`src/rtl/urd_pkg.sv`:
```
// Shared widths, command and status types for the unsigned restoring divider.
`default_nettype none

package urd_pkg;

    localparam int DATA_WIDTH = 32;
    localparam int CNT_W      = $clog2(DATA_WIDTH);

    localparam logic [CNT_W-1:0] LAST_CNT = CNT_W'(DATA_WIDTH - 1);

    typedef logic [DATA_WIDTH-1:0] t_word;

    typedef struct packed {
        logic load;
        logic step;
        logic publish;
    } t_urd_cmd;

    typedef struct packed {
        logic last;
    } t_urd_sts;

endpackage

`default_nettype wire

```
`src/rtl/urd_if.sv`:
```
// Valid/ready channel interfaces for divider operands and results.
`default_nettype none

interface urd_in_if import urd_pkg::*; ();
    logic  valid;
    logic  ready;
    t_word dividend;
    t_word divisor_in;

    modport source (output valid, output dividend, output divisor_in, input ready);
    modport sink   (input valid, input dividend, input divisor_in, output ready);
endinterface

interface urd_out_if import urd_pkg::*; ();
    logic  valid;
    logic  ready;
    t_word quotient;
    t_word remainder;
    logic  div_by_zero;

    modport source (output valid, output quotient, output remainder, output div_by_zero,
                    input ready);
    modport sink   (input valid, input quotient, input remainder, input div_by_zero,
                     output ready);
endinterface

`default_nettype wire

```
`src/rtl/urd_dp.sv`:
```
// Divider datapath: partial remainder, quotient shifter, step counter, result register.
`default_nettype none

module urd_dp import urd_pkg::*; (
    input  wire logic     i_clk,
    input  wire t_urd_cmd i_cmd,
    input  wire t_word    i_dividend,
    input  wire t_word    i_divisor,
    output t_urd_sts      o_sts,
    output t_word         o_quotient,
    output t_word         o_remainder,
    output logic          o_div_by_zero
);

    t_word                 r_rem, n_rem;
    t_word                 r_quo, n_quo;
    t_word                 r_den;
    logic                  r_dbz;
    logic [CNT_W-1:0]      r_cnt, n_cnt;
    t_word                 r_out_quo;
    t_word                 r_out_rem;
    logic                  r_out_dbz;

    logic [DATA_WIDTH:0]   trial;
    logic [DATA_WIDTH:0]   diff;

    always_comb begin
        trial = {r_rem, r_quo[DATA_WIDTH-1]};
        diff  = trial - {1'b0, r_den};
        n_cnt = r_cnt - CNT_W'(1);
        if (diff[DATA_WIDTH]) begin
            n_rem = trial[DATA_WIDTH-1:0];
            n_quo = {r_quo[DATA_WIDTH-2:0], 1'b0};
        end else begin
            n_rem = diff[DATA_WIDTH-1:0];
            n_quo = {r_quo[DATA_WIDTH-2:0], 1'b1};
        end
    end

    assign o_sts.last = (r_cnt == '0);

    always_ff @(posedge i_clk) begin
        if (i_cmd.load) begin
            r_rem <= '0;
            r_quo <= i_dividend;
            r_den <= i_divisor;
            r_dbz <= (i_divisor == '0);
            r_cnt <= LAST_CNT;
        end else if (i_cmd.step) begin
            r_rem <= n_rem;
            r_quo <= n_quo;
            r_cnt <= n_cnt;
        end
        if (i_cmd.publish) begin
            r_out_quo <= i_cmd.step ? n_quo : r_quo;
            r_out_rem <= i_cmd.step ? n_rem : r_rem;
            r_out_dbz <= r_dbz;
        end
    end

    assign o_quotient    = r_out_quo;
    assign o_remainder   = r_out_rem;
    assign o_div_by_zero = r_out_dbz;

endmodule

`default_nettype wire

```
`src/rtl/urd_ctrl.sv`:
```
// Divider controller: sequences load, step and publish, owns the result-valid flag.
`default_nettype none

module urd_ctrl import urd_pkg::*; (
    input  wire logic     i_clk,
    input  wire logic     i_rst_n,
    input  wire logic     i_in_valid,
    output logic          o_in_ready,
    output logic          o_out_valid,
    input  wire logic     i_out_ready,
    input  wire t_urd_sts i_sts,
    output t_urd_cmd      o_cmd
);

    localparam logic [1:0] S_IDLE = 2'd0;
    localparam logic [1:0] S_RUN  = 2'd1;
    localparam logic [1:0] S_HOLD = 2'd2;

    logic [1:0] r_state, n_state;
    logic       r_out_valid, n_out_valid;
    logic       out_free;

    assign out_free   = !r_out_valid || i_out_ready;
    assign o_in_ready = (r_state == S_IDLE);

    always_comb begin
        n_state       = r_state;
        o_cmd.load    = 1'b0;
        o_cmd.step    = 1'b0;
        o_cmd.publish = 1'b0;
        unique case (r_state)
            S_IDLE: begin
                if (i_in_valid) begin
                    o_cmd.load = 1'b1;
                    n_state    = S_RUN;
                end
            end
            S_RUN: begin
                o_cmd.step = 1'b1;
                if (i_sts.last) begin
                    if (out_free) begin
                        o_cmd.publish = 1'b1;
                        n_state       = S_IDLE;
                    end else begin
                        n_state = S_HOLD;
                    end
                end
            end
            S_HOLD: begin
                if (out_free) begin
                    o_cmd.publish = 1'b1;
                    n_state       = S_IDLE;
                end
            end
            default: begin
                n_state = S_IDLE;
            end
        endcase
    end

    always_comb begin
        priority if (o_cmd.publish) begin
            n_out_valid = 1'b1;
        end else if (i_out_ready) begin
            n_out_valid = 1'b0;
        end else begin
            n_out_valid = r_out_valid;
        end
    end

    always_ff @(posedge i_clk) begin
        if (!i_rst_n) begin
            r_state     <= S_IDLE;
            r_out_valid <= 1'b0;
        end else begin
            r_state     <= n_state;
            r_out_valid <= n_out_valid;
        end
    end

    assign o_out_valid = r_out_valid;

endmodule

`default_nettype wire

```
`src/rtl/unsigned_restoring_divider.sv`:
```
// Top level of the unsigned restoring divider: controller plus datapath.
//
//  channel  | dir | beat payload                            | handshake
//  ---------+-----+-----------------------------------------+------------
//  i_req    | in  | dividend, divisor_in                    | valid/ready
//  o_rsp    | out | quotient, remainder, div_by_zero        | valid/ready
//
// A beat is loaded first, then resolved one quotient bit per cycle
// through the single subtract-and-restore stage, 32 steps.
// Synchronous active-low reset clears the controller and the result-valid flag.
// A finished result sits in its own register; a new beat is taken while it waits.
// If that register is still full when the last step ends, hold until it drains.
// Zero divisor: quotient all ones, remainder equals dividend, div_by_zero set.
`default_nettype none

module unsigned_restoring_divider import urd_pkg::*; (
    input  wire logic i_clk,
    input  wire logic i_rst_n,
    urd_in_if.sink    i_req,
    urd_out_if.source o_rsp
);

    t_urd_cmd cmd;
    t_urd_sts sts;

    urd_ctrl u_ctrl (
        .i_clk       (i_clk),
        .i_rst_n     (i_rst_n),
        .i_in_valid  (i_req.valid),
        .o_in_ready  (i_req.ready),
        .o_out_valid (o_rsp.valid),
        .i_out_ready (o_rsp.ready),
        .i_sts       (sts),
        .o_cmd       (cmd)
    );

    urd_dp u_dp (
        .i_clk         (i_clk),
        .i_cmd         (cmd),
        .i_dividend    (i_req.dividend),
        .i_divisor     (i_req.divisor_in),
        .o_sts         (sts),
        .o_quotient    (o_rsp.quotient),
        .o_remainder   (o_rsp.remainder),
        .o_div_by_zero (o_rsp.div_by_zero)
    );

endmodule

`default_nettype wire

```
`src/flat_wrapper.sv`:
```
// flat-port wrapper written by rule: the top's interface ports become plain ports
module unsigned_restoring_divider_flat import urd_pkg::*;
  (i_clk, i_rst_n, i_req_valid, i_req_dividend, i_req_divisor_in, i_req_ready, o_rsp_valid, o_rsp_quotient, o_rsp_remainder, o_rsp_div_by_zero, o_rsp_ready);
  urd_in_if i_req_i ();
  urd_out_if o_rsp_i ();
  input  wire logic i_clk;
  input  wire logic i_rst_n;
  input wire logic [$bits(i_req_i.valid)-1:0] i_req_valid;
  input wire logic [$bits(i_req_i.dividend)-1:0] i_req_dividend;
  input wire logic [$bits(i_req_i.divisor_in)-1:0] i_req_divisor_in;
  output wire logic [$bits(i_req_i.ready)-1:0] i_req_ready;
  output wire logic [$bits(o_rsp_i.valid)-1:0] o_rsp_valid;
  output wire logic [$bits(o_rsp_i.quotient)-1:0] o_rsp_quotient;
  output wire logic [$bits(o_rsp_i.remainder)-1:0] o_rsp_remainder;
  output wire logic [$bits(o_rsp_i.div_by_zero)-1:0] o_rsp_div_by_zero;
  input wire logic [$bits(o_rsp_i.ready)-1:0] o_rsp_ready;
  assign i_req_i.valid = i_req_valid;
  assign i_req_i.dividend = i_req_dividend;
  assign i_req_i.divisor_in = i_req_divisor_in;
  assign i_req_ready = i_req_i.ready;
  assign o_rsp_valid = o_rsp_i.valid;
  assign o_rsp_quotient = o_rsp_i.quotient;
  assign o_rsp_remainder = o_rsp_i.remainder;
  assign o_rsp_div_by_zero = o_rsp_i.div_by_zero;
  assign o_rsp_i.ready = o_rsp_ready;
  unsigned_restoring_divider u_core (.i_clk(i_clk), .i_rst_n(i_rst_n), .i_req(i_req_i), .o_rsp(o_rsp_i));
endmodule
```
`config.mk`:
```
export PLATFORM = sky130hd
export DESIGN_NAME = unsigned_restoring_divider_flat
export DESIGN_NICKNAME = d
export VERILOG_FILES = /design/src/rtl/urd_pkg.sv /design/src/rtl/urd_if.sv /design/src/rtl/urd_dp.sv /design/src/rtl/urd_ctrl.sv /design/src/rtl/unsigned_restoring_divider.sv /design/src/flat_wrapper.sv
export SDC_FILE = /design/constraint.sdc
export NUM_CORES = 1
export LEC_CHECK = 0
export BUFFER_PORTS_ARGS = -buffer_cell sky130_fd_sc_hd__buf_4
export CAP_MARGIN = 20
export CORE_MARGIN = 1.5
export CORE_UTILIZATION = 53
export CTS_BUF_LIST = sky130_fd_sc_hd__clkbuf_8
export DETAILED_ROUTE_END_ITERATION = 6
export GPL_TIMING_DRIVEN = 0
export PLACE_DENSITY = 0.89
export RECOVER_POWER = 100
export SLEW_MARGIN = 20
export SYNTH_ARGS = -nofsm -noshare
export SYNTH_HDL_FRONTEND = slang
export SYNTH_SLANG_ARGS = --single-unit
```
`constraint.sdc`:
```
create_clock -name i_clk -period 5.05 [get_ports i_clk]
set_clock_uncertainty 0.15 [all_clocks]
set_input_delay 0.2525 -clock i_clk [delete_from_list [all_inputs] [get_ports i_clk]]
set_output_delay 0.2525 -clock i_clk [all_outputs]
set_load 0.02 [all_outputs]
```
==> results of run 1 <==
[logic make-up (layout without fill, tap and decap cells)]
logic type               after synthesis  count (layout)  share of synthesized area
multiplexers                          33              33                     0.0423
adder cells (fa/ha/maj)               37              37                     0.0539
AND/OR/NAND/NOR                      347             347                      0.187
buffers and inverters                104             339                     0.0494
XOR/XNOR                              27              27                     0.0271
flip-flops                           170             170                      0.502
AO/OA/AOI/OAI                        175             175                      0.139
[worst max path at each step]
| stage | from | to | slack [ns] | cells past startpoint |
|---|---|---|---|---|
| after floorplan | u_core.u_ctrl.r_state[1] | u_core.u_dp.o_div_by_zero | 0.25 | 8 |
| after global placement | u_core.u_ctrl.r_state[1] | u_core.u_dp.o_div_by_zero | -1.46 | 8 |
| after detailed placement | u_core.u_dp.r_quo[31] | u_core.u_dp.o_remainder[20] | 1.46 | 12 |
| after CTS | u_core.u_dp.r_quo[31] | u_core.u_dp.o_remainder[20] | 1.37 | 12 |
| after global routing | u_core.u_ctrl.r_state[1] | u_core.u_dp.o_remainder[6] | 0.63 | 10 |
| final | u_core.u_ctrl.r_state[1] | u_core.u_dp.o_remainder[6] | 0.94 | 10 |
[final cells by class]
cell class                 instances  area (um^2)
buffer                            56          244
clock buffer                      17          234
clock inverter                    15          170
fill                            1269         5210
inverter                          48          180
multi-input combinational        619         3890
sequential                       170         4380
tap                              216          270
timing repair buffer             203         1420
[sequential cells by signal, indices dropped and copies added (netlist names)]
register	cells
u_core.u_ctrl.o_out_valid	1
u_core.u_dp.r_rem	32
u_core.u_dp.o_quotient	32
u_core.u_dp.o_remainder	32
u_core.u_dp.o_div_by_zero	1
u_core.u_ctrl.r_state	2
u_core.u_dp.r_dbz	1
u_core.u_dp.r_quo	32
u_core.u_dp.r_den	32
u_core.u_dp.r_cnt	5
[critical path, cell delays in order, from the launching register on]
cell and delay (ns):
sky130_fd_sc_hd__dfxtp_1 0.34, sky130_fd_sc_hd__inv_1 0.08, sky130_fd_sc_hd__ha_1 0.13, sky130_fd_sc_hd__clkbuf_1 0.23
sky130_fd_sc_hd__clkbuf_1 0.47, sky130_fd_sc_hd__nand2_1 0.20, sky130_fd_sc_hd__nor4_1 0.31, sky130_fd_sc_hd__o21ai_0 0.16
sky130_fd_sc_hd__nor2_1 1.22, sky130_fd_sc_hd__buf_12 0.30, sky130_fd_sc_hd__buf_12 0.21
[cells in the final DEF (no fill, tap or decap), drive strengths merged, types with 7 or more instances in the layout]
| master | synthesis | final |
|---|---|---|
| clkbuf | 28 | 153 |
| nor2 | 151 | 151 |
| edfxtp | 98 | 98 |
| dfxtp | 72 | 72 |
| dlygate4sd3 | 0 | 66 |
| inv | 48 | 57 |
| buf | 28 | 57 |
| nor4 | 52 | 52 |
| nand2 | 51 | 51 |
| a21oi | 48 | 48 |
| ha | 36 | 36 |
| nor3 | 33 | 33 |
| mux2 | 31 | 31 |
| o21ai | 30 | 30 |
| a211oi | 28 | 28 |
| nand3 | 18 | 18 |
| xnor2 | 15 | 15 |
| a21o | 14 | 14 |
| xor2 | 12 | 12 |
| nand4 | 11 | 11 |
| nor2b | 8 | 8 |
| a31oi | 8 | 8 |
| nand2b | 7 | 7 |
| o211ai | 7 | 7 |
[metal layers]
metal,global-route usage,part of all wire,vias to the layer above
met1,0.344,0.41,3723
met4,0.0938,0.018,0
met2,0.460,0.49,423
li1,-,-,3713
met5,0,0,-
met3,0.0490,0.085,38
[power by group]
group / switching [uW] / leakage, uW / internal, uW
sequential: 102 / 0.00150 / 1630
clock: 574 / 0.000200 / 417
combinational: 742 / 0.00245 / 485
total: 1420 / 0.00415 / 2530
[through the flow]
stage | std cells | setup slack [ns] | TNS [ns]
4_1_cts | 1344 | 1.37 | 0
2_1_floorplan | 893 | 0.254 | 0
5_1_grt | 1344 | 0.633 | 0
6_report | 1344 | 0.941 | 0
3_3_place_gp | 1243 | -1.46 | -94.37
3_5_place_dp | 1246 | 1.46 | 0
==> metrics.csv, run 1 <==
metric,value,unit
reg2reg end,u_core.u_dp.o_remainder[6],
final clock period utilization by the worst path,0.814,
worst hold margin,0.0210,ns
most frequently used flop master after synthesis,sky130_fd_sc_hd__edfxtp_1,
maximum count of clock buffers along a single path,2,
Via density,5.88,
f_max,243,MHz
Detail Route Antenna Nets,0,
final setup violation count,0,
total chip power,3950,uW
Cells on Worst Hold Path,4,
arrival time worst endpoint,4.14,ns
leakage component of the power,0.00415,uW
Port Buf Inserts,134,
GR Overflow Total,0,
top cell type by total area after synthesis,sky130_fd_sc_hd__edfxtp_1,
Starting DRT DRC Count,666,
per-cell routed wire length,17.5,um
num rows,46,
number of cells traversed by the worst register-to-register path,10,
detailed placer's ending HPWL,16400,um
HP Start,o_rsp_ready,
num ports,135,
starting utilization of the core area,0.546,
number of library cell types mapped by synthesis,65,
Post-DP Area,0.0101,mm^2
number of nets in the layout,1220,
Netlist Area Pre-Place,0.00874,mm^2
status,"complete, but fails checks",
class of the most critical setup path,reg -> reg,
TritonCTS Sinks,170,
"CTS clk-pin slew, worst paths",0.10,ns
number of nets in the synthesized netlist,998,
pin count of the biggest net entering global routing,36,
fraction of final layout cells with drive strength greater than 1,0.118,
library cell used as clock root buffer,sky130_fd_sc_hd__clkbuf_8,
"FF+latch count, synth",170,
synth top area cells,"sky130_fd_sc_hd__edfxtp_1 34%, sky130_fd_sc_hd__dfxtp_1 16%, sky130_fd_sc_hd__nor2_1 6.5%",
length of the first detailed-routing pass in iterations,5,
power per unit of standard cell area,366,mW/mm^2
overall die width,131,um
Resize count post-CTS,0,
total wirelength of the detailed-routed design,23500,um
endpoint of the worst hold path,u_core.u_ctrl.o_out_valid,
final count of pins violating max slew,54,
yosys synthesis warning count,0,
type of the worst min-delay path,in -> reg,
number of max-cap violations,2,
fraction of synthesis flops using an asynchronous set or reset pin,0,
post-layout min period,4.11,ns
Yosys top cell area share,0.337,
number of antenna diodes,0,
share of the core filled with cells in the final layout,0.675,
Worst Path Required,5.08,ns
top cell types by occurrence after synthesis,"151 x sky130_fd_sc_hd__nor2_1, 98 x sky130_fd_sc_hd__edfxtp_1, 72 x sky130_fd_sc_hd__dfxtp_1, 52 x sky130_fd_sc_hd__nor4_1, 51 x sky130_fd_sc_hd__nand2_1",
GRT Resource Usage Total,0.269,
Max transition margin,-0.275,
count of endpoints failing hold in the final timing report,0,
area overhead of the layout relative to synthesis,23.5,%
clock tree from TritonCTS,yes,
synthesized netlist cell count,893,
global placer's final weighted congestion,0.931,
maximum fanout along the worst path,25,
measured slew at the worst slew-check pin,1.91,ns
"reg-to-reg slack, setup",0.94,ns
mean post-synth cell area,9.78,um^2
placeable core region,0.0160,mm^2
sequential fraction of the synthesis area,0.502,
cts bufs inserted,17,
buffers inserted during post-CTS setup optimization,0,
total number of H-tree levels,4,
count of flip-flops with a built-in enable after synthesis,98,
startpoint types,flop,
clock latency of the later-clocked register in the worst-skew pair,0.47,ns
"IR drop worst, VDD",0.205,mV
first-pass GRT wire length,37100,um
worst r2r src,u_core.u_ctrl.r_state[1],
Final Instance Area,0.0108,mm^2
total number of vias,7897,
number of global-route vias before repair,7536,
unrepaired setup endpoints after global routing,no,
number of remaining DRC errors,0,
Die Y-Extent,131,um
hold buffers post-CTS,66,
violated checks,"max-capacitance violations, max-slew violations",
most repeated cell in the gate-level netlist after synthesis,sky130_fd_sc_hd__nor2_1,
initial antenna violation count,0,
Die Footprint,0.0173,mm^2
nature of the critical path endpoint,flop,
No activity file was read; power rests on OpenSTA's default activity.
==> inputs of run 2 (changes only) <==
CORE_UTILIZATION = 55   (was 53)
clock period = 3.9 ns   (was 5.05 ns; I/O delays follow)
==> run 2 against run 1 <==
Compared with the run above:
- the flow now finishes without violations
- maximum frequency up 8.8%
- global-route usage grew 2.5 points
- combinational power is 31% higher
- count of clock-buffer cells in the layout stayed put
- critical path depth is 2 higher
- cell count down 0.30%
- core utilization increased by 3.2 points
- design area is 0.61% higher
- non-clock buffer count rose by 1
- largest power group unchanged
==> metrics.csv, run 2 (synthesis gave the netlist of run 1 again) <==
metric,value,unit,change
leakage component of the power,0.00419,uW,was 0.00415 uW
clock latency of the later-clocked register in the worst-skew pair,0.46,ns,was 0.47 ns
reg2reg end,u_core.u_dp.o_remainder[3],,was u_core.u_dp.o_remainder[6]
Die Y-Extent,129,um,was 131 um
starting utilization of the core area,0.568,,was 0.546
end of the critical path,u_core.u_dp.o_remainder[3],,was u_core.u_dp.o_remainder[6]
num ports,135,,unchanged
pin count of the biggest net entering global routing,36,,unchanged
unrepaired setup endpoints after global routing,no,,unchanged
Die Footprint,0.0166,mm^2,was 0.0173 mm^2
class of the most critical setup path,reg -> reg,,unchanged
Via density,5.98,,was 5.88
f_max,265,MHz,was 243 MHz
per-cell routed wire length,18.0,um,was 17.5 um
Final WS setup,0.124,ns,was 0.941 ns
number of cells traversed by the worst register-to-register path,12,,was 10
length of the first detailed-routing pass in iterations,7,,was 5
number of antenna diodes,0,,unchanged
worst hold margin,0.281,ns,was 0.0210 ns
number of max-cap violations,0,,was 2
worst-case setup slack after placement,0.279,ns,was 1.46 ns
number of remaining DRC errors,0,,unchanged
overall die width,129,um,was 131 um
total number of H-tree levels,4,,unchanged
switch share,0.354,,was 0.359
placeable core region,0.0154,mm^2,was 0.0160 mm^2
type of the worst min-delay path,reg -> reg,,was in -> reg
total wirelength of the detailed-routed design,24100,um,"was 23,500 um"
total number of vias,8017,,"was 7,897"
arrival time worst endpoint,3.83,ns,was 4.14 ns
num rows,45,,was 46
fraction of final layout cells with drive strength greater than 1,0.122,,was 0.118
maximum fanout along the worst path,10,,was 25
measured slew at the worst slew-check pin,0.881,ns,was 1.91 ns
reported net switching power,1830,uW,was 1420 uW
Max transition margin,0.413,,was -0.275
Starting DRT DRC Count,733,,was 666
detailed placer's ending HPWL,16700,um,"was 16,400 um"
nature of the critical path endpoint,flop,,unchanged
clock group share of total power,0.254,,was 0.251
"reg-to-reg slack, setup",0.12,ns,was 0.94 ns
Detail Route Antenna Nets,0,,unchanged
power per unit of standard cell area,475,mW/mm^2,was 366 mW/mm^2
worst r2r src,u_core.u_dp.r_quo[31],,was u_core.u_ctrl.r_state[1]
clock tree from TritonCTS,yes,,unchanged
startpoint of the most critical setup path,u_core.u_dp.r_quo[31],,was u_core.u_ctrl.r_state[1]
Pint,3330,uW,was 2530 uW
GR Overflow Total,0,,unchanged
CP Cell Sequence,inv_1 -> ha_1 -> fa_1 -> nand2b_1 -> a21oi_1 -> o21a_1 -> a21o_2 -> o2111a_1 -> nor3_1 -> clkbuf_2 -> nor4_1 -> nor3_1,,was inv_1 -> ha_1 -> clkbuf_1 -> clkbuf_1 -> nand2_1 -> nor4_1 -> o21ai_0 -> nor2_1 -> buf_12 -> buf_12
"CTS clk-pin slew, worst paths",0.10,ns,about the same
post-layout min period,3.78,ns,was 4.11 ns
final count of pins violating max slew,0,,was 54
status,completed,,"was complete, but fails checks"
maximum count of clock buffers along a single path,2,,unchanged
initial antenna violation count,0,,unchanged
portion of total power attributed to combinational logic,0.312,,was 0.311
GRT Resource Usage Total,0.294,,was 0.269
largest incremental delay on the critical path,0.56,ns,was 1.22 ns
Final TNS setup,0,ns,unchanged
number of global-route vias before repair,7757,,"was 7,536"
HP Start,u_core.u_dp.r_dbz,,was o_rsp_ready
most frequent cells in the layout,"150 x sky130_fd_sc_hd__nor2_1, 106 x sky130_fd_sc_hd__clkbuf_1, 98 x sky130_fd_sc_hd__edfxtp_1",,"was 151 x sky130_fd_sc_hd__nor2_1, 114 x sky130_fd_sc_hd__clkbuf_1, 98 x sky130_fd_sc_hd__edfxtp_1"
Worst Path Required,3.95,ns,was 5.08 ns
TritonCTS Sinks,170,,unchanged
"IR drop worst, VDD",0.341,mV,was 0.205 mV
first-pass GRT wire length,37900,um,"was 37,100 um"
area overhead of the layout relative to synthesis,24.3,%,was 23.5%
number of nets in the layout,1221,,"was 1,220"
final setup violation count,0,,unchanged
final clock period utilization by the worst path,0.968,,was 0.814
cts bufs inserted,17,,unchanged
library cell used as clock root buffer,sky130_fd_sc_hd__clkbuf_8,,unchanged
Critical-path top delay cell,sky130_fd_sc_hd__nor4_1,,was sky130_fd_sc_hd__nor2_1
count of endpoints failing hold in the final timing report,0,,unchanged
global placer's final weighted congestion,0.956,,was 0.931
Flop pwr share,0.435,,was 0.438
most frequent standard cell in the layout excluding fill and tap cells,sky130_fd_sc_hd__nor2_1,,unchanged
Port Buf Inserts,134,,unchanged
cell seen most often among critical-path stages,sky130_fd_sc_hd__nor3_1,,
startpoint types,flop,,unchanged
[run 2: changes by cell type in the layout (fill, tap and decap cells not counted), sizes merged]
cell         delta
dlygate4sd3     +1
clkbuf          -2
inv             -1
bufinv          +1
buf             +2
[run 2: per-layer routing]
layer  part of all wire  routed length [um]  global-route usage
met5                  0                   0                   0
met4              0.032                 763               0.120
met3              0.083                2000              0.0562
met2               0.48               11600               0.503
met1               0.40                9690               0.367
[run 2: worst min-delay path by stage]
stage | cells after the start | to | slack, ns
3_3_place_gp | 1 | u_core.u_dp.r_den[26] | 0.23
5_1_grt | 0 | u_core.u_dp.o_div_by_zero | 0.29
4_1_cts | 0 | u_core.u_dp.o_div_by_zero | 0.28
3_5_place_dp | 1 | u_core.u_dp.r_den[18] | 0.23
6_report | 0 | u_core.u_dp.o_div_by_zero | 0.28
2_1_floorplan | 0 | u_core.u_dp.r_den[0] | 0.14
[run 2: area by class of cell]
cell class / count / area (um^2)
Multi-Input combinational cell: 619 / 3920
Sequential cell: 170 / 4380
Buffer: 56 / 249
Clock inverter: 15 / 179
Timing Repair Buffer: 204 / 1450
Tap cell: 211 / 264
Inverter: 48 / 180
Fill cell: 1146 / 4510
Clock buffer: 17 / 234
[run 2: worst max-delay path, delay by kind of cell (launching register included)]
kind | cells | cell delay, ns
adder cells (fa/ha/maj) | 2 | 0.63
buffers and inverters | 2 | 0.32
AND/OR/NAND/NOR | 4 | 0.95
flip-flops | 1 | 0.36
AO/OA/AOI/OAI | 4 | 1.09
[run 2: stage by stage]
step | utilization | cell area (um^2) | instances | power (uW)
after floorplan | - | 8740 | 893 | 3370
after global placement | 0.651 | 10000 | 1238 | 3730
after detailed placement | 0.656 | 10100 | 1241 | 3800
after CTS | 0.726 | 11200 | 1340 | 5130
after global routing | 0.706 | 10900 | 1340 | 5410
final | 0.706 | 10900 | 1340 | 5160
[run 2: power by group through the flow]
stage / sequential, uW / combinational (uW) / clock (uW)
floorplan: 2220 / 1150 / 0
global placement: 2260 / 1470 / 0
detailed placement: 2270 / 1530 / 0
CTS: 2230 / 1590 / 1300
global route: 2250 / 1770 / 1390
finish: 2240 / 1610 / 1310
[run 2: timing repair]
action,4_1_cts,5_1_grt
setup endpoints to repair,0,0
gates resized for setup,0,0
hold buffers,67,0
hold endpoints to repair,68,0
buffers inserted,0,0
==> inputs of run 3 (changes only) <==
SYNTH_HIERARCHICAL = 1   (was unset)
==> run 3 against run 2 <==
Compared with the run above:
- the flow now finishes with violations (design-rule violations, max-capacitance violations, max-slew violations)
- largest power group is now combinational cells
- critical path type unchanged
- critical endpoint is now u_core/u_dp/r_rem[0]
- register-to-register slack better by 0.18 ns
- design area is 4.6% lower
- non-clock buffer count down 31
==> metrics.csv, run 3 <==
metric,value,unit,change
status,"complete, but fails checks",,was completed
violated checks,"design-rule violations, max-capacitance violations, max-slew violations",,
most frequently used flop master after synthesis,sky130_fd_sc_hd__edfxtp_1,,unchanged
"IR drop worst, VDD",0.422,mV,was 0.341 mV
Netlist Area Pre-Place,0.00834,mm^2,was 0.00874 mm^2
Die Y-Extent,126,um,was 129 um
GRT Resource Usage Total,0.263,,was 0.294
Resize count post-CTS,0,,unchanged
starting utilization of the core area,0.570,,was 0.568
startpoint types,flop,,unchanged
pin count of the biggest net entering global routing,66,,was 36
final count of pins violating max slew,66,,was 0
unrepaired setup endpoints after global routing,no,,unchanged
total number of H-tree levels,4,,unchanged
fraction of synthesis flops using an asynchronous set or reset pin,0,,unchanged
first-pass GRT wire length,32400,um,"was 37,900 um"
buffers inserted during post-CTS setup optimization,0,,unchanged
arrival time worst endpoint,3.86,ns,was 3.83 ns
most repeated cell in the gate-level netlist after synthesis,sky130_fd_sc_hd__edfxtp_1,,was sky130_fd_sc_hd__nor2_1
measured slew at the worst slew-check pin,1.72,ns,was 0.881 ns
cts bufs inserted,17,,unchanged
yosys synthesis warning count,6,,was 0
per-cell routed wire length,17.5,um,was 18.0 um
type of the worst min-delay path,in -> reg,,was reg -> reg
num ports,135,,unchanged
number of remaining DRC errors,9,,was 0
number of max-cap violations,1,,was 0
number of library cell types mapped by synthesis,61,,was 65
area overhead of the layout relative to synthesis,24.2,%,was 24.3%
"CTS clk-pin slew, worst paths",0.10,ns,about the same
power per unit of standard cell area,711,mW/mm^2,was 475 mW/mm^2
clock tree from TritonCTS,yes,,unchanged
TritonCTS Sinks,170,,unchanged
f_max,278,MHz,was 265 MHz
total chip power,7370,uW,was 5160 uW
Die Footprint,0.0159,mm^2,was 0.0166 mm^2
Yosys top cell area share,0.353,,was 0.337
mean post-synth cell area,11.5,um^2,was 9.78 um^2
maximum count of clock buffers along a single path,2,,unchanged
total number of vias,6380,,"was 8,017"
clock latency of the later-clocked register in the worst-skew pair,0.47,ns,was 0.46 ns
most frequent standard cell in the layout excluding fill and tap cells,sky130_fd_sc_hd__clkbuf_1,,was sky130_fd_sc_hd__nor2_1
count of flip-flops with a built-in enable after synthesis,98,,unchanged
detailed placer's ending HPWL,13400,um,"was 16,700 um"
library cell used as clock root buffer,sky130_fd_sc_hd__clkbuf_8,,unchanged
synthesized netlist cell count,724,,was 893
number of nets in the layout,1051,,"was 1,221"
share of the core filled with cells in the final layout,0.707,,was 0.706
sequential fraction of the synthesis area,0.526,,was 0.502
GR Overflow Total,0,,unchanged
count of endpoints failing hold in the final timing report,0,,unchanged
class of the most critical setup path,reg -> reg,,unchanged
Worst Path Required,4.16,ns,was 3.95 ns
length of the first detailed-routing pass in iterations,7,,unchanged
post-layout min period,3.60,ns,was 3.78 ns
Port Buf Inserts,134,,unchanged
most frequent cells in the layout,"100 x sky130_fd_sc_hd__clkbuf_1, 98 x sky130_fd_sc_hd__edfxtp_1, 72 x sky130_fd_sc_hd__dfxtp_1",,"was 150 x sky130_fd_sc_hd__nor2_1, 106 x sky130_fd_sc_hd__clkbuf_1, 98 x sky130_fd_sc_hd__edfxtp_1"
top cell types by occurrence after synthesis,"98 x sky130_fd_sc_hd__edfxtp_1, 72 x sky130_fd_sc_hd__dfxtp_1, 65 x sky130_fd_sc_hd__mux2_2, 48 x sky130_fd_sc_hd__inv_1, 48 x sky130_fd_sc_hd__nor2_1",,"was 151 x sky130_fd_sc_hd__nor2_1, 98 x sky130_fd_sc_hd__edfxtp_1, 72 x sky130_fd_sc_hd__dfxtp_1, 52 x sky130_fd_sc_hd__nor4_1, 51 x sky130_fd_sc_hd__nand2_1"
overall die width,126,um,was 129 um
leakage component of the power,0.00406,uW,was 0.00419 uW
final setup violation count,0,,unchanged
placeable core region,0.0146,mm^2,was 0.0154 mm^2
synth top area cells,"sky130_fd_sc_hd__edfxtp_1 35%, sky130_fd_sc_hd__dfxtp_1 17%, sky130_fd_sc_hd__mux2_2 8.8%",,"was sky130_fd_sc_hd__edfxtp_1 34%, sky130_fd_sc_hd__dfxtp_1 16%, sky130_fd_sc_hd__nor2_1 6.5%"
top cell type by total area after synthesis,sky130_fd_sc_hd__edfxtp_1,,unchanged
global placer's final weighted congestion,0.917,,was 0.956
Via density,5.59,,was 5.98
Final TNS setup,0,ns,unchanged
Max transition margin,-0.149,,was 0.413
"FF+latch count, synth",170,,unchanged
initial antenna violation count,0,,unchanged
fraction of final layout cells with drive strength greater than 1,0.162,,was 0.122
number of antenna diodes,0,,unchanged
number of global-route vias before repair,6568,,"was 7,757"
total wirelength of the detailed-routed design,20000,um,"was 24,100 um"
number of nets in the synthesized netlist,830,,was 998
final clock period utilization by the worst path,0.922,,was 0.968
nature of the critical path endpoint,flop,,unchanged
maximum fanout along the worst path,6,,was 10
Detail Route Antenna Nets,0,,unchanged
num rows,44,,was 45
Starting DRT DRC Count,363,,was 733
run 3: cell types whose count changed after synthesis, moves of 8 or more:
cell	previous run	this run
sky130_fd_sc_hd__a211oi_1	28	9
sky130_fd_sc_hd__mux2_2	31	65
sky130_fd_sc_hd__mux2i_1	2	25
sky130_fd_sc_hd__nor3_1	32	6
sky130_fd_sc_hd__nor2_1	151	48
sky130_fd_sc_hd__nor2b_1	8	27
sky130_fd_sc_hd__nor4_1	52	11
sky130_fd_sc_hd__buf_2	21	3
sky130_fd_sc_hd__nand2_1	51	36
sky130_fd_sc_hd__a21oi_2	6	14
sky130_fd_sc_hd__clkbuf_1	28	14
run 3: worst max-delay path, stage by stage, from the launching register on:
cell and delay (ns):
sky130_fd_sc_hd__edfxtp_1 0.37, sky130_fd_sc_hd__ha_1 0.22, sky130_fd_sc_hd__fa_1 0.40, sky130_fd_sc_hd__and2b_1 0.23
sky130_fd_sc_hd__o2111ai_1 0.16, sky130_fd_sc_hd__a21oi_2 0.27, sky130_fd_sc_hd__o2111ai_2 0.21, sky130_fd_sc_hd__a211o_1 0.35
sky130_fd_sc_hd__o211ai_1 0.36, sky130_fd_sc_hd__mux2_2 0.42, sky130_fd_sc_hd__a21oi_1 0.25, sky130_fd_sc_hd__nor2b_1 0.15
run 3: cell families after synthesis:
family                     Yosys count  share of synthesized area
xor gates and xnor gates            30                     0.0315
adders and majority gates           38                     0.0579
AOI/OAI and AO/OA                  144                      0.119
muxes                               91                      0.119
buffers and inverters               75                     0.0393
and+or+nand+nor                    176                      0.107
DFF                                170                      0.526
run 3: final timing paths:
kind / start / endpoint / slack [ns] / cells after the start
worst min-delay path: i_req_valid / u_core/u_ctrl/r_state[0] / 0.1 / 4
worst max-delay path: u_core/u_dp/r_den[0] / u_core/u_dp/r_rem[0] / 0.30 / 11
worst min register to register: u_core/u_dp/r_dbz / u_core/u_dp/o_div_by_zero / 0.33 / 0
worst max register to register: u_core/u_dp/r_den[0] / u_core/u_dp/r_rem[0] / 0.30 / 11
run 3: through the flow:
step | cell area (um^2) | instances | hold WS [ns] | setup slack [ns]
floorplan | 8340 | 724 | 0.144 | 0.747
global placement | 9580 | 1042 | 0.234 | 0.307
detailed placement | 9600 | 1043 | 0.235 | 0.296
CTS | 10700 | 1142 | 0.0344 | 0.277
global route | 10400 | 1142 | 0.120 | 0.0730
finish | 10400 | 1142 | 0.0981 | 0.303
run 3: layout make-up:
cell class              instances  area [um^2]
plain buffers                  27          144
clock buffers                  17          234
clock inverters                15          190
fillers                      1110         4290
inverters                      48          180
multi-input cells             479         3600
flip-flops and latches        170         4380
well taps                     184          230
repair buffers                202         1400
run 3: report_power, final:
part | switching, uW | internal, uW
Clock | 724 | 604
Combinational | 1870 | 1470
Sequential | 253 | 2450
Total | 2850 | 4520
run 3: repair_timing:
| action | in CTS | in global routing |
|---|---|---|
| hold endpoints to repair | 68 | 0 |
| hold buffers | 67 | 0 |
| endpoints found under the setup margin | 0 | 0 |
run 3: routing by layer:
layer	track usage	part of all wire	vias to the layer above
met5	0	0	-
li1	-	-	3071
met1	0.298	0.40	3035
met2	0.457	0.50	244
met3	0.0952	0.083	30
met4	0.0933	0.020	0
